### config.mk
export PLATFORM = sky130hd
export DESIGN_NAME = four_wheel_steer_odometry_unit
export DESIGN_NICKNAME = d
export VERILOG_FILES = /design/src/hdl/fwso_pkg.sv /design/src/hdl/fwso_cordic.sv /design/src/hdl/fwso_div.sv /design/src/hdl/four_wheel_steer_odometry_unit.sv
export SDC_FILE = /design/constraint.sdc
export NUM_CORES = 2
export LEC_CHECK = 0
export BUFFER_PORTS_ARGS = -buffer_cell sky130_fd_sc_hd__buf_2
export CAP_MARGIN = 40
export CORE_UTILIZATION = 39
export CTS_CLUSTER_SIZE = 10
export DETAILED_ROUTE_END_ITERATION = 12
export PLACE_DENSITY = 0.53
export SYNTH_ARGS = -nofsm -noshare
export SYNTH_HDL_FRONTEND = slang
export SYNTH_HIERARCHICAL = 1
export SYNTH_SLANG_ARGS = --single-unit
### constraint.sdc
create_clock -name clk -period 22.9 [get_ports clk]
set_input_delay 1.145 -clock clk [delete_from_list [all_inputs] [get_ports clk]]
set_output_delay 1.145 -clock clk [all_outputs]
set_load 0.02 [all_outputs]
### src/hdl/fwso_pkg.sv
package fwso_pkg;

	localparam int CORDIC_STEPS = 20;
	localparam int CORDIC_CNT_W = $clog2(CORDIC_STEPS);
	localparam int ANGLE_W = 35;
	localparam int CXY_W = 27;
	localparam int TRIG_W = 17;

	localparam int DIV_NUM_W = 59;
	localparam int DIV_DEN_W = 39;
	localparam int DIV_CNT_W = $clog2(DIV_NUM_W);

	localparam logic signed [ANGLE_W-1:0] PI_Q30 = 35'sd3373259426;
	localparam logic signed [ANGLE_W-1:0] HALF_PI_Q30 = 35'sd1686629713;
	localparam logic signed [CXY_W-1:0] CORDIC_GAIN = 27'sd10188014;

	localparam logic signed [16:0] PI_Q13 = 17'sd25736;
	localparam logic [16:0] TWO_PI_Q13 = 17'd51472;
	localparam logic signed [24:0] DEN_K = 25'sd13176384;
	// floor(2^28 / 3217), with 51472 = 16 * 3217
	localparam logic signed [17:0] MOD_RECIP = 18'sd83442;

	localparam logic [0:0] REG_AXLE_DIST = 1'b0;
	localparam logic [0:0] REG_TICK_PERIOD = 1'b1;

	localparam logic [14:0] AXLE_DIST_RST = 15'd1065;
	localparam logic [15:0] TICK_PERIOD_RST = 16'd3277;

	function automatic logic signed [ANGLE_W-1:0] atan_q30(input logic [CORDIC_CNT_W-1:0] i);
		logic signed [ANGLE_W-1:0] r;
		case (i)
			5'd0: r = 35'sd843314857;
			5'd1: r = 35'sd497837829;
			5'd2: r = 35'sd263043837;
			5'd3: r = 35'sd133525159;
			5'd4: r = 35'sd67021687;
			5'd5: r = 35'sd33543516;
			5'd6: r = 35'sd16775851;
			5'd7: r = 35'sd8388437;
			5'd8: r = 35'sd4194283;
			5'd9: r = 35'sd2097149;
			5'd10: r = 35'sd1048576;
			5'd11: r = 35'sd524288;
			5'd12: r = 35'sd262144;
			5'd13: r = 35'sd131072;
			5'd14: r = 35'sd65536;
			5'd15: r = 35'sd32768;
			5'd16: r = 35'sd16384;
			5'd17: r = 35'sd8192;
			5'd18: r = 35'sd4096;
			5'd19: r = 35'sd2048;
			default: r = '0;
		endcase
		return r;
	endfunction

endpackage

### src/hdl/fwso_cordic.sv
module fwso_cordic (
	input  logic                                   clk,
	input  logic                                   arst_n,
	input  logic                                   start,
	input  logic signed [fwso_pkg::ANGLE_W-1:0]    angle,
	output logic                                   done,
	output logic signed [fwso_pkg::TRIG_W-1:0]     cos_val,
	output logic signed [fwso_pkg::TRIG_W-1:0]     sin_val
);

	logic                                  busy_q;
	logic                                  done_q;
	logic [fwso_pkg::CORDIC_CNT_W-1:0]     step_q;
	logic signed [fwso_pkg::CXY_W-1:0]     x_q, y_q;
	logic signed [fwso_pkg::ANGLE_W-1:0]   z_q;
	logic                                  neg_q;
	logic signed [fwso_pkg::ANGLE_W-1:0]   z0;
	logic                                  neg0;
	logic signed [fwso_pkg::CXY_W-1:0]     xs, ys, xr, yr;
	logic signed [fwso_pkg::ANGLE_W-1:0]   at;
	logic signed [fwso_pkg::TRIG_W:0]      cr, sr;

	always_comb begin
		z0 = angle;
		neg0 = 1'b0;
		if (angle > fwso_pkg::HALF_PI_Q30) begin
			z0 = angle - fwso_pkg::PI_Q30;
			neg0 = 1'b1;
		end else if (angle < -fwso_pkg::HALF_PI_Q30) begin
			z0 = angle + fwso_pkg::PI_Q30;
			neg0 = 1'b1;
		end
	end

	assign xs = x_q >>> step_q;
	assign ys = y_q >>> step_q;
	assign at = fwso_pkg::atan_q30(step_q);

	always_ff @(posedge clk or negedge arst_n) begin
		if (!arst_n) begin
			busy_q <= 1'b0;
			done_q <= 1'b0;
			step_q <= '0;
		end else begin
			done_q <= 1'b0;
			if (start) begin
				busy_q <= 1'b1;
				step_q <= '0;
			end else if (busy_q) begin
				if (step_q == fwso_pkg::CORDIC_CNT_W'(fwso_pkg::CORDIC_STEPS - 1)) begin
					busy_q <= 1'b0;
					done_q <= 1'b1;
				end
				step_q <= step_q + 1'b1;
			end
		end
	end

	always_ff @(posedge clk) begin
		if (start) begin
			x_q <= fwso_pkg::CORDIC_GAIN;
			y_q <= '0;
			z_q <= z0;
			neg_q <= neg0;
		end else if (busy_q) begin
			if (z_q >= 0) begin
				x_q <= x_q - ys;
				y_q <= y_q + xs;
				z_q <= z_q - at;
			end else begin
				x_q <= x_q + ys;
				y_q <= y_q - xs;
				z_q <= z_q + at;
			end
		end
	end

	// round to q1.15
	assign xr = x_q + 27'sd256;
	assign yr = y_q + 27'sd256;
	assign cr = $signed(xr[fwso_pkg::CXY_W-1:9]);
	assign sr = $signed(yr[fwso_pkg::CXY_W-1:9]);
	assign cos_val = neg_q ? fwso_pkg::TRIG_W'(-cr) : fwso_pkg::TRIG_W'(cr);
	assign sin_val = neg_q ? fwso_pkg::TRIG_W'(-sr) : fwso_pkg::TRIG_W'(sr);
	assign done = done_q;

endmodule

### src/hdl/fwso_div.sv
module fwso_div (
	input  logic                                 clk,
	input  logic                                 arst_n,
	input  logic                                 start,
	input  logic [fwso_pkg::DIV_NUM_W-1:0]       dividend,
	input  logic [fwso_pkg::DIV_DEN_W-1:0]       divisor,
	output logic                                 done,
	output logic [fwso_pkg::DIV_NUM_W-1:0]       quotient
);

	logic                                busy_q;
	logic                                done_q;
	logic [fwso_pkg::DIV_CNT_W-1:0]      cnt_q;
	logic [fwso_pkg::DIV_NUM_W-1:0]      quo_q;
	logic [fwso_pkg::DIV_DEN_W-1:0]      rem_q;
	logic [fwso_pkg::DIV_DEN_W-1:0]      den_q;
	logic [fwso_pkg::DIV_DEN_W:0]        trial;
	logic [fwso_pkg::DIV_DEN_W:0]        diff;
	logic                                fits;

	assign trial = {rem_q, quo_q[fwso_pkg::DIV_NUM_W-1]};
	assign diff = trial - {1'b0, den_q};
	assign fits = trial >= {1'b0, den_q};

	always_ff @(posedge clk or negedge arst_n) begin
		if (!arst_n) begin
			busy_q <= 1'b0;
			done_q <= 1'b0;
			cnt_q <= '0;
		end else begin
			done_q <= 1'b0;
			if (start) begin
				busy_q <= 1'b1;
				cnt_q <= '0;
			end else if (busy_q) begin
				if (cnt_q == fwso_pkg::DIV_CNT_W'(fwso_pkg::DIV_NUM_W - 1)) begin
					busy_q <= 1'b0;
					done_q <= 1'b1;
				end
				cnt_q <= cnt_q + 1'b1;
			end
		end
	end

	// restoring, one quotient bit per cycle
	always_ff @(posedge clk) begin
		if (start) begin
			quo_q <= dividend;
			rem_q <= '0;
			den_q <= divisor;
		end else if (busy_q) begin
			quo_q <= {quo_q[fwso_pkg::DIV_NUM_W-2:0], fits};
			rem_q <= fits ? diff[fwso_pkg::DIV_DEN_W-1:0] : trial[fwso_pkg::DIV_DEN_W-1:0];
		end
	end

	assign done = done_q;
	assign quotient = quo_q;

endmodule

### src/hdl/four_wheel_steer_odometry_unit.sv
// four-wheel-steer odometry integrator
// s_* channel: one transaction per control tick carrying four steering angles
// (q2.13 rad) and four drive commands (q4.11). m_* channel: one transaction per
// input with the updated pose: x and y in q16.16 m (saturating) and heading in
// q2.13 rad wrapped to +-pi.
// apb port: axle distance at 0x0 (q3.12 m), tick_period at 0x4 (q0.16 s).
// each item takes six passes of a 20-step cordic (four wheels, steering skew,
// heading), one restoring division for the yaw step and shared-multiplier
// steps (heading wrap by reciprocal multiply included) before m_tvalid.
// s_tready is high only while the sequencer is idle, so a new item is not
// accepted until the sequencer has finished the previous one.
// the result sits in an output register; a new item may be accepted while it
// waits. if the receiver still stalls when the next result is ready, the
// sequencer holds in its final state until the output register frees up.
// reset clears the pose to zero, loads axle distance 1065 and tick_period 3277.
module four_wheel_steer_odometry_unit (
	input  logic         clk,
	input  logic         arst_n,
	input  logic         s_tvalid,
	output logic         s_tready,
	// steer_0, steer_1, steer_2, steer_3, drive_0, drive_1, drive_2, drive_3
	input  logic [127:0] s_tdata,
	output logic         m_tvalid,
	input  logic         m_tready,
	// position_x, position_y, heading
	output logic [79:0]  m_tdata,
	input  logic         psel,
	input  logic         penable,
	input  logic         pwrite,
	input  logic [2:0]   paddr,
	input  logic [31:0]  pwdata,
	output logic [31:0]  prdata,
	output logic         pready
);

	typedef enum logic [4:0] {
		ST_IDLE, ST_TRIG_GO, ST_TRIG_WAIT, ST_MUL_C, ST_MUL_S, ST_ACC_S, ST_VEL,
		ST_YAW_VS, ST_YAW_VST, ST_YAW_DEN, ST_DIV_GO, ST_DIV_WAIT,
		ST_ROT_XC, ST_ROT_XS, ST_ROT_RX, ST_ROT_RXT, ST_POS_X,
		ST_ROT_YS, ST_ROT_RY, ST_ROT_RYT, ST_POS_Y,
		ST_MOD_Q, ST_MOD_QD, ST_MOD_R, ST_MOD_FIX, ST_DONE
	} state_t;

	state_t               state_q;
	logic [2:0]           idx_q;
	logic                 out_valid_q;
	logic [14:0]          wb_q;
	logic [15:0]          tp_q;
	logic signed [31:0]   pos_x_q, pos_y_q;
	logic signed [15:0]   yaw_q;
	logic [79:0]          out_q;

	logic signed [15:0]   st_q [4];
	logic signed [15:0]   dr_q [4];
	logic signed [34:0]   ax_q, ay_q;
	logic signed [24:0]   vx_q, vy_q;
	logic signed [16:0]   c_q, s_q;
	logic signed [61:0]   prod_q;
	logic signed [58:0]   num_q;
	logic signed [41:0]   pa_q;
	logic signed [42:0]   r_q;
	logic signed [37:0]   dyaw_q;
	logic                 hneg_q;
	logic [29:0]          hmag_q;
	logic [16:0]          wrem_q;

	logic signed [43:0]   mul_a;
	logic signed [17:0]   mul_b;
	logic signed [15:0]   dr_sel, st_sel;
	logic signed [17:0]   sum_r;
	logic signed [34:0]   angle;
	logic                 cor_start, cor_done;
	logic signed [16:0]   cor_cos, cor_sin;
	logic                 div_start, div_done;
	logic [58:0]          div_num, div_quo;
	logic [38:0]          div_den;
	logic [58:0]          num_mag;
	logic signed [38:0]   h;
	logic [38:0]          h_mag;
	logic [14:0]          wb_eff;
	logic signed [17:0]   tp_ext, wb_ext;
	logic signed [34:0]   axr, ayr;
	logic signed [61:0]   rnd_p;
	logic signed [28:0]   pstep;
	logic [16:0]          wrem_fix;
	logic [16:0]          wrap_m;
	logic signed [16:0]   yaw_new;
	logic [37:0]          q_part;
	logic                 wr_en;

	function automatic logic signed [31:0] sat32(input logic signed [33:0] v);
		logic signed [31:0] r;
		if (v > 34'sd2147483647)
			r = 32'sh7fffffff;
		else if (v < -34'sd2147483648)
			r = 32'sh80000000;
		else
			r = v[31:0];
		return r;
	endfunction

	// config port
	assign pready = 1'b1;
	assign wr_en = psel && penable && pwrite && pready;

	always_comb begin
		unique case (paddr[2])
			fwso_pkg::REG_AXLE_DIST: prdata = {17'b0, wb_q};
			fwso_pkg::REG_TICK_PERIOD: prdata = {16'b0, tp_q};
			default: prdata = '0;
		endcase
	end

	assign wb_eff = (wb_q == 15'd0) ? 15'd1 : wb_q;
	assign tp_ext = $signed({2'b0, tp_q});
	assign wb_ext = $signed({3'b0, wb_eff});

	assign dr_sel = dr_q[idx_q[1:0]];
	assign st_sel = st_q[idx_q[1:0]];
	assign sum_r = 18'(st_q[0]) + 18'(st_q[1]) - 18'(st_q[2]) - 18'(st_q[3]);

	always_comb begin
		if (idx_q == 3'd4)
			angle = {{2{sum_r[17]}}, sum_r, 15'b0};
		else if (idx_q == 3'd5)
			angle = {{2{yaw_q[15]}}, yaw_q, 17'b0};
		else
			angle = {{2{st_sel[15]}}, st_sel, 17'b0};
	end

	assign cor_start = (state_q == ST_TRIG_GO);

	fwso_cordic u_cordic (
		.clk     (clk),
		.arst_n  (arst_n),
		.start   (cor_start),
		.angle   (angle),
		.done    (cor_done),
		.cos_val (cor_cos),
		.sin_val (cor_sin)
	);

	// rounded yaw-step division
	assign num_mag = num_q[58] ? 59'(-num_q) : 59'(num_q);
	assign h = 39'(yaw_q) + 39'(dyaw_q) + 39'(fwso_pkg::PI_Q13);
	assign h_mag = h[38] ? 39'(-h) : 39'(h);
	assign div_start = (state_q == ST_DIV_GO);
	assign div_num = num_mag + 59'(prod_q[38:1]);
	assign div_den = prod_q[38:0];

	fwso_div u_div (
		.clk       (clk),
		.arst_n    (arst_n),
		.start     (div_start),
		.dividend  (div_num),
		.divisor   (div_den),
		.done      (div_done),
		.quotient  (div_quo)
	);

	// shared multiplier operand select
	always_comb begin
		mul_a = '0;
		mul_b = '0;
		unique case (state_q)
			ST_MUL_C: begin
				mul_a = 44'(dr_sel);
				mul_b = 18'(c_q);
			end
			ST_MUL_S: begin
				mul_a = 44'(dr_sel);
				mul_b = 18'(s_q);
			end
			ST_YAW_VS: begin
				mul_a = 44'(vx_q);
				mul_b = 18'(s_q);
			end
			ST_YAW_VST: begin
				mul_a = 44'($signed(prod_q[41:0]));
				mul_b = tp_ext;
			end
			ST_YAW_DEN: begin
				mul_a = 44'(fwso_pkg::DEN_K);
				mul_b = wb_ext;
			end
			ST_ROT_XC: begin
				mul_a = 44'(vx_q);
				mul_b = 18'(c_q);
			end
			ST_ROT_XS: begin
				mul_a = 44'(vy_q);
				mul_b = 18'(s_q);
			end
			ST_ROT_RXT, ST_ROT_RYT: begin
				mul_a = 44'(r_q);
				mul_b = tp_ext;
			end
			ST_POS_X: begin
				mul_a = 44'(vy_q);
				mul_b = 18'(c_q);
			end
			ST_ROT_YS: begin
				mul_a = 44'(vx_q);
				mul_b = 18'(s_q);
			end
			// heading wrap: quotient estimate, low by at most one
			ST_MOD_Q: begin
				mul_a = {18'b0, h_mag[29:4]};
				mul_b = fwso_pkg::MOD_RECIP;
			end
			ST_MOD_QD: begin
				mul_a = {28'b0, prod_q[43:28]};
				mul_b = 18'(fwso_pkg::TWO_PI_Q13);
			end
			default: ;
		endcase
	end

	assign axr = ax_q + 35'sd512;
	assign ayr = ay_q + 35'sd512;
	assign rnd_p = prod_q + (62'sd1 <<< 32);
	assign pstep = $signed(rnd_p[61:33]);
	assign q_part = div_quo[37:0];
	assign wrem_fix = (wrem_q >= fwso_pkg::TWO_PI_Q13) ?
		(wrem_q - fwso_pkg::TWO_PI_Q13) : wrem_q;
	assign wrap_m = (hneg_q && wrem_fix != 17'd0) ?
		(fwso_pkg::TWO_PI_Q13 - wrem_fix) : wrem_fix;
	assign yaw_new = $signed(wrap_m) - fwso_pkg::PI_Q13;

	always_ff @(posedge clk or negedge arst_n) begin
		if (!arst_n) begin
			state_q <= ST_IDLE;
			idx_q <= '0;
			out_valid_q <= 1'b0;
			wb_q <= fwso_pkg::AXLE_DIST_RST;
			tp_q <= fwso_pkg::TICK_PERIOD_RST;
			pos_x_q <= '0;
			pos_y_q <= '0;
			yaw_q <= '0;
		end else begin
			if (wr_en) begin
				if (paddr[2] == fwso_pkg::REG_AXLE_DIST)
					wb_q <= pwdata[14:0];
				else
					tp_q <= pwdata[15:0];
			end
			if (state_q == ST_DONE && (!out_valid_q || m_tready))
				out_valid_q <= 1'b1;
			else if (out_valid_q && m_tready)
				out_valid_q <= 1'b0;
			unique case (state_q)
				ST_IDLE: begin
					if (s_tvalid) begin
						idx_q <= '0;
						state_q <= ST_TRIG_GO;
					end
				end
				ST_TRIG_GO: state_q <= ST_TRIG_WAIT;
				ST_TRIG_WAIT: begin
					if (cor_done) begin
						if (idx_q == 3'd4)
							state_q <= ST_YAW_VS;
						else if (idx_q == 3'd5)
							state_q <= ST_ROT_XC;
						else
							state_q <= ST_MUL_C;
					end
				end
				ST_MUL_C: state_q <= ST_MUL_S;
				ST_MUL_S: state_q <= ST_ACC_S;
				ST_ACC_S: begin
					idx_q <= idx_q + 3'd1;
					state_q <= (idx_q == 3'd3) ? ST_VEL : ST_TRIG_GO;
				end
				ST_VEL: state_q <= ST_TRIG_GO;
				ST_YAW_VS: state_q <= ST_YAW_VST;
				ST_YAW_VST: state_q <= ST_YAW_DEN;
				ST_YAW_DEN: state_q <= ST_DIV_GO;
				ST_DIV_GO: state_q <= ST_DIV_WAIT;
				ST_DIV_WAIT: begin
					if (div_done) begin
						idx_q <= 3'd5;
						state_q <= ST_TRIG_GO;
					end
				end
				ST_ROT_XC: state_q <= ST_ROT_XS;
				ST_ROT_XS: state_q <= ST_ROT_RX;
				ST_ROT_RX: state_q <= ST_ROT_RXT;
				ST_ROT_RXT: state_q <= ST_POS_X;
				ST_POS_X: begin
					pos_x_q <= sat32(34'(pos_x_q) + 34'(pstep));
					state_q <= ST_ROT_YS;
				end
				ST_ROT_YS: state_q <= ST_ROT_RY;
				ST_ROT_RY: state_q <= ST_ROT_RYT;
				ST_ROT_RYT: state_q <= ST_POS_Y;
				ST_POS_Y: begin
					pos_y_q <= sat32(34'(pos_y_q) + 34'(pstep));
					state_q <= ST_MOD_Q;
				end
				ST_MOD_Q: state_q <= ST_MOD_QD;
				ST_MOD_QD: state_q <= ST_MOD_R;
				ST_MOD_R: state_q <= ST_MOD_FIX;
				ST_MOD_FIX: begin
					yaw_q <= yaw_new[15:0];
					state_q <= ST_DONE;
				end
				ST_DONE: begin
					if (!out_valid_q || m_tready)
						state_q <= ST_IDLE;
				end
				default: state_q <= ST_IDLE;
			endcase
		end
	end

	always_ff @(posedge clk) begin
		prod_q <= mul_a * mul_b;
		if (state_q == ST_IDLE && s_tvalid) begin
			for (int i = 0; i < 4; i++) begin
				st_q[i] <= s_tdata[16*i +: 16];
				dr_q[i] <= s_tdata[64 + 16*i +: 16];
			end
			ax_q <= '0;
			ay_q <= '0;
		end
		if (state_q == ST_TRIG_WAIT && cor_done) begin
			c_q <= cor_cos;
			s_q <= cor_sin;
		end
		if (state_q == ST_MUL_S)
			ax_q <= ax_q + 35'($signed(prod_q[31:0]));
		if (state_q == ST_ACC_S)
			ay_q <= ay_q + 35'($signed(prod_q[31:0]));
		if (state_q == ST_VEL) begin
			vx_q <= $signed(axr[34:10]);
			vy_q <= $signed(ayr[34:10]);
		end
		if (state_q == ST_YAW_DEN)
			num_q <= prod_q[58:0];
		if (state_q == ST_DIV_WAIT && div_done)
			dyaw_q <= num_q[58] ? 38'(-$signed(q_part)) : $signed(q_part);
		if (state_q == ST_ROT_XS || state_q == ST_ROT_YS)
			pa_q <= prod_q[41:0];
		if (state_q == ST_ROT_RX)
			r_q <= 43'(pa_q) - 43'($signed(prod_q[41:0]));
		if (state_q == ST_ROT_RY)
			r_q <= 43'(pa_q) + 43'($signed(prod_q[41:0]));
		if (state_q == ST_MOD_Q) begin
			hneg_q <= h[38];
			hmag_q <= h_mag[29:0];
		end
		if (state_q == ST_MOD_R)
			wrem_q <= 17'(hmag_q - prod_q[29:0]);
		if (state_q == ST_DONE && (!out_valid_q || m_tready))
			out_q <= {yaw_q, pos_y_q, pos_x_q};
	end

	assign s_tready = (state_q == ST_IDLE);
	assign m_tvalid = out_valid_q;
	assign m_tdata = out_q;

endmodule

Yosys cells after proc, flatten, opt, wreduce, memory -nomap -nowiden
Memory sizes are Yosys's and may differ from the RTL's.
Index checks and enable logic that the tools add are counted.
{"block": "classes", "n_shift": 2, "bitwise_logic": 1, "n_reduce_logical": 32, "magnitude_cmp": 9, "n_addsub": 38, "n_mul": 1, "n_mux": 64, "eq_ne": 34}
{"operator": "one-hot mux 44 bit (8 select lines)", "n": 1}
{"operator": "two-way mux 35 bit", "n": 10}
{"operator": "two-way mux 59 bit", "n": 3}
{"operator": "one-hot mux 5 bit (26 select lines)", "n": 1}
{"operator": "two-way mux 32 bit", "n": 4}
{"operator": "one-hot mux 18 bit (6 select lines)", "n": 1}
{"operator": "two-way mux 43 bit", "n": 2}
{"operator": "adder 35 x 11 -> 35 bit, second input constant", "n": 2}
{"operator": "adder 35 x 32 -> 35 bit", "n": 2}
{"operator": "adder 32 x 29 -> 33 bit", "n": 2}
{"operator": "greater-than comparator 33 x 32 -> 1 bit, second input constant", "n": 2}
{"operator": "less-than comparator 33 x 32 -> 1 bit, second input constant", "n": 2}
{"operator": "one-hot mux 32 bit (2 select lines)", "n": 1}
{"operator": "adder 62 x 34 -> 62 bit, second input constant", "n": 1}
{"operator": "multiplier 44 x 18 -> 62 bit", "n": 1}
{"operator": "adder 59 x 38 -> 59 bit", "n": 1}
{"operator": "negation 59 bit", "n": 1}
{"operator": "equality test 5 bit, second input constant", "n": 11}
{"operator": "adder 27 bit", "n": 2}
{"operator": "two-way mux 27 bit", "n": 2}
{"operator": ">>> shifter 27 x 5 -> 27 bit", "n": 2}
{"operator": "subtractor 27 bit", "n": 2}
{"operator": "adder 26 x 10 -> 26 bit, second input constant", "n": 2}
{"operator": "two-way mux 17 bit", "n": 3}
{"operator": "other kinds (62)", "n": 120}
{"block": "word_totals", "mem_count": 3, "elab_cells": 220, "inputBits": 170, "out_inout_bits": 115, "reg_bits": 875, "ramBits": 128, "mem_bits_ro": 960}
{"memory": "(no name shown)", "depth": 32, "width": 30, "read_ports": 1, "rd_clocked_by_memory_dff": 0, "write_ports": 0, "line": "fwso_pkg.sv:31", "source": "case (i)"}
{"memory": "dr_q", "depth": 4, "width": 16, "read_ports": 1, "rd_clocked_by_memory_dff": 0, "write_ports": 4, "line": "four_wheel_steer_odometry_unit.sv:54", "source": "logic signed [15:0] dr_q [4];"}
{"memory": "st_q", "depth": 4, "width": 16, "read_ports": 5, "rd_clocked_by_memory_dff": 0, "write_ports": 4, "line": "four_wheel_steer_odometry_unit.sv:53", "source": "logic signed [15:0] st_q [4];"}

Logic depth before layout (Yosys ltp)
An unclocked memory read counts as a cell.
{"block": "depth", "word_depth": 9, "depth_mapped": 46, "ltp_nobuf": 42}

Modules after synthesis
Netlist, hierarchy kept.
{"module": "four_wheel_steer_odometry_unit", "instances": 1, "cells_per_inst": 7582, "area_each_um2": 74064.8}
{"module": "fwso_cordic", "instances": 1, "cells_per_inst": 2154, "area_each_um2": 16582.2}
{"module": "fwso_div", "instances": 1, "cells_per_inst": 756, "area_each_um2": 8146.6}

Least setup slack after synthesis
Ideal clock, no wire load.
{"block": "synth_timing", "path_type": "reg2reg", "from": "register yaw_q[15]", "to": "register prod_q[51]", "stages_incl_launch_ff": 42, "arrival_ns": 10.132, "required_time_ns": 22.828, "path_slack_ns": 12.697, "path_cell_list": "dfrtp_1 ha_1 ha_1 a21o_1 a21o_1 a21o_1 a21o_1 a2111oi_0 o21bai_1 or3_1 buf_2 and2_1 buf_2 inv_1 buf_2 o21ai_0 xor2_1 nor2_1 [6 not listed] inv_1 fa_1 fa_1 inv_1 fa_1 inv_1 ha_1 clkbuf_1 nand3_1 or3_1 o211ai_1 nor4_1 o41ai_1 a21oi_1 nor2_1 o21ai_0 nand2b_1 xor2_1"}
{"block": "synth_between", "word_cells_on_any_way": 6, "classes_between": "add/sub: 3; mul: 1; mux: 2"}
{"item": "from (decl)", "line": "four_wheel_steer_odometry_unit.sv:50", "source": "logic signed [15:0] yaw_q;"}
{"item": "from (signal assigned)", "line": "four_wheel_steer_odometry_unit.sv:305", "source": "yaw_q <= yaw_new[15:0];"}
{"item": "adder 16 x 38 -> 39 bit", "line": "four_wheel_steer_odometry_unit.sv:145", "source": "assign h = 39'(yaw_q) + 39'(dyaw_q) + 39'(fwso_pkg::PI_Q13);"}
{"item": "adder 39 x 16 -> 39 bit", "line": "four_wheel_steer_odometry_unit.sv:145"}
{"item": "named net h[38]", "line": "four_wheel_steer_odometry_unit.sv:78", "source": "logic signed [38:0] h;"}
{"item": "two-way mux 30 bit", "line": "four_wheel_steer_odometry_unit.sv:146", "source": "assign h_mag = h[38] ? 39'(-h) : 39'(h);"}
{"item": "one-hot mux 44 bit (8 select lines)", "line": "four_wheel_steer_odometry_unit.sv:165", "source": "unique case (state_q)"}
{"item": "multiplier 44 x 18 -> 62 bit", "line": "four_wheel_steer_odometry_unit.sv:318", "source": "prod_q <= mul_a * mul_b;"}
{"item": "to (signal assigned)", "line": "four_wheel_steer_odometry_unit.sv:318"}
{"item": "to (decl)", "line": "four_wheel_steer_odometry_unit.sv:58", "source": "logic signed [61:0] prod_q;"}
The timed path passes the listed nets, and every way through them passes these cells.
A chain may end at the register's enable or synchronous reset.

Worst setup path after layout
{"block": "layout_timing", "from": "register yaw_q[1]", "to": "register prod_q[51]"}
{"block": "layout_between", "elab_chain_len": 6}
{"item": "adder 16 x 38 -> 39 bit (*)", "line": "four_wheel_steer_odometry_unit.sv:145"}
{"item": "adder 39 x 16 -> 39 bit (*)", "line": "four_wheel_steer_odometry_unit.sv:145"}
{"item": "negation 30 bit", "line": "four_wheel_steer_odometry_unit.sv:146"}
{"item": "two-way mux 30 bit (*)", "line": "four_wheel_steer_odometry_unit.sv:146"}
{"item": "one-hot mux 44 bit (8 select lines) (*)", "line": "four_wheel_steer_odometry_unit.sv:165"}
{"item": "multiplier 44 x 18 -> 62 bit (*)", "line": "four_wheel_steer_odometry_unit.sv:318"}
Mark *: on every way between the ends. The rest lies on a longest branch, timed or not.

==> flow_metrics.py <==
metrics = {
    "floorplanning": {
        "core_mm2": 0.252,
        "die_width_um": 505,
        "pin_count": 285,
        "die_h_um": 505,
        "start_util_pct": 39.3,
        "die-area_mm2": 0.255,
        "num_rows": 184,
    },
    "drt": {
        "drc_errors": 14,
        "totalWireLength_um": 306000,
        "detail-route-antenna-nets": 0,
        "dr_total_vias": 78900,
        "dr.first_iter.drc_count": 6012,
        "first_pass_iters": 10,
        "viasPerCell": 5.59,
        "routedWlPerCell_um": 21.7,
    },
    "sta": {
        "period_share_pct": 57.9,
        "rsz0062_at_grt": "false",
        "worst_pin_slew_ps": 966,
        "finalSetupTns_ps": 0,
        "finClkSkew_ps": 85.8,
        "fmax_mhz": 75.4,
        "setup_viol": 0,
        "drv_slew": 0,
        "hold_viol": 0,
        "fin_crit_ps": 13260,
        "slew-limit-headroom_pct": 35.2,
    },
    "final_layout": {
        "area_delta_synth_final_pct": 9.92,
        "drive_gt1_share_pct": 9.94,
        "nets": 12200,
    },
    "synth": {
        "postSynthRegisterBits": 1003,
        "syn_avg_cell_area_um2": 9.42,
        "synth_flop_cell": "edfxtp_1",
        "synthCells": 10500,
        "yosys_warnings": 6,
        "synth_edf_count": 713,
        "synth_seq_area_share_pct": 28.2,
        "synthArstFlopShare_pct": 13.5,
        "synthesis.area_mm2": 0.0988,
        "synth_cell_types": 126,
    },
    "setup_path": {
        "critical_path_class": "flop to flop",
        "worstPathRequired_ps": 23520,
        "end_kind": "flop",
        "worst_ep_arrival_time_ps": 13880,
        "crit_path_top_delay_cell": "a2111oi_0",
        "worst_setup_path_start_kind": "flop",
        "slowest_delay_ps": 650,
        "cp_max_fo": 15,
        "cpMostUsedCell": "fa_1",
    },
    "grt": {
        "antenna_found_initial": 7,
        "grt_usage_pct": 23.7,
        "grt_pass1_vias": 79600,
        "overflow": 0,
        "grt_pass1_wl_um": 473000,
        "grt_max_degree": 117,
    },
    "placed_design": {
        "portBuffers": 249,
        "dp_hpwl_um": 236000,
        "gp_congestion": 0.932,
    },
    "cts": {
        "clock_path_buffers": 3,
        "ctsHoldBuffers": 0,
        "post-cts-setup-buffer-count": 0,
        "clkSinkCount": 1003,
        "clk_pin_slew_ps": 60,
        "cts_tree": "yes",
        "numCtsBuffers": 132,
        "clk_latency_ps": 820,
        "post_cts_resized": 0,
        "htreeDepth": 4,
        "cts_root_buf": "clkbuf_16",
    },
    "status": {
        "violations": "DRC",
        "run_status": "finished with violations",
    },
    "hold_path": {
        "hold_class": "primary input to async pin",
    },
    "job": {
        "maxCapViolations": 0,
    },
}
## flip-flops by register name, summed over array words and instances, names as in the netlist, 39 cells and up
name,cells
m_tdata,80
dr_q,64
st_q,64
prod_q,62
num_q,59
u_div/quotient,59
r_q,43
pa_q,42
u_div/den_q,39
u_div/rem_q,39
## worst paths after layout
path                       slack (ps)                  from                             end  cells past startpoint
hold / removal                    310                arst_n         pos_y_q[15]$_DFFE_PN0P_                      1
hold reg to reg                   470    prod_q[45]$_DFF_P_             num_q[45]$_DFFE_PP_                      0
setup reg to reg                 9640  yaw_q[1]$_DFFE_PN0P_              prod_q[51]$_DFF_P_                     40
max in group asynchronous       20630                arst_n  u_cordic/step_q[1]$_DFFE_PN0P_                      3
setup / recovery                 9640  yaw_q[1]$_DFFE_PN0P_              prod_q[51]$_DFF_P_                     40
min in group clk                  470    prod_q[45]$_DFF_P_             num_q[45]$_DFFE_PP_                      0
## cells in the final DEF, fill, tap and decap left out, types with 73 or more instances in the layout
cell type  count
xnor2_1      558
nor2_1       741
mux2i_1      105
and2_1        84
dfxtp_1      155
and3_1        99
ha_1         628
xor2_1       286
nor2b_1       78
o31ai_1       92
a21o_1       269
nand2_1     1080
inv_1       1162
o21a_1        81
mux4_2        75
fa_1         779
a211oi_1      75
mux2_2       145
clkbuf_16    133
nand3_1      183
nand2b_1      88
edfxtp_1     713
buf_4        184
a21oi_1      587
o21ai_0      501
a31oi_1       73
dfrtp_1      117
nor3_1       137
buf_2        257
## critical path: cells and delay by family (launching register included)
family / cells / cell delay (ps)
buf+inv: 6 / 540
fa+ha+maj: 10 / 4140
xor+xnor: 1 / 140
flops: 1 / 470
mux: 1 / 610
simple gates: 8 / 2580
compound gates: 14 / 4570
## cells in the mapped netlist, drive strengths merged (50+ instances only)
cell type / n / area [um^2]
mux4: 75 / 1690
a21o: 269 / 2020
nor2b: 79 / 494
clkbuf: 381 / 1430
xnor2: 558 / 4890
edfxtp: 713 / 21400
and2: 88 / 551
inv: 1166 / 4380
a211oi: 82 / 658
or3: 62 / 389
o21ai: 523 / 2640
o21a: 81 / 608
a31oi: 74 / 469
o21bai: 56 / 420
dfrtp: 124 / 3100
nand2b: 88 / 551
a221o: 53 / 531
a221oi: 50 / 444
nand3: 185 / 931
o31ai: 95 / 754
mux2i: 106 / 1060
buf: 107 / 607
nand4: 56 / 357
or2: 62 / 390
nor3: 144 / 741
xor2: 286 / 2500
nor2: 754 / 2840
and3: 102 / 639
a21oi: 597 / 3030
ha: 628 / 7860
mux2: 151 / 1710
fa: 779 / 15600
dfxtp: 155 / 3100
nand2: 1085 / 4080
## logic make-up (layout without fill, tap and decap cells)
group | after synthesis | after routing | synth area share, %
flops | 1003 | 1003 | 28.2
xor+xnor | 844 | 844 | 7.48
other cells | 2 | 58 | 0.00760
buf+inv | 1657 | 1866 | 6.50
mux | 332 | 332 | 4.52
simple gates | 2860 | 2860 | 13.4
compound gates | 2371 | 2371 | 16.0
fa+ha+maj | 1423 | 1423 | 23.9
## metrics by stage
step           cells  hold slack [ps]  worst slack [ps]  cell area, um^2  utilization [%]
4_1_cts        14100              272              9820           109000             43.2
3_5_place_dp   13900              470             10010           104000             41.5
5_1_grt        14100              328              9080           109000             43.2
2_1_floorplan  10500              424             12700            99000                -
3_3_place_gp   13800              475              9590           104000             41.3
6_report       14100              313              9640           109000             43.2
## area by class of cell
type | count | area [um^2]
antenna | 2 | 5.00
clock buffer | 196 | 3700
multi-input combinational | 7886 | 64800
sequential | 1003 | 27900
timing repair buffer | 460 | 2980
clock inverter | 41 | 563
tap | 3348 | 4190
inverter | 1169 | 4390
fill | 24500 | 143000
## routing by layer
metal  global-route usage, %  routed length [um]  up-vias
met5                       0                   0        -
met4                    9.03               11800        0
met3                    2.77               15700      504
met2                    39.5              145000     2295
met1                    31.4              134000    39400
li1                        -                   -    36800
Power is not shown: default switching activity piles up to over one toggle a cycle in this logic, so the estimate is an artifact.
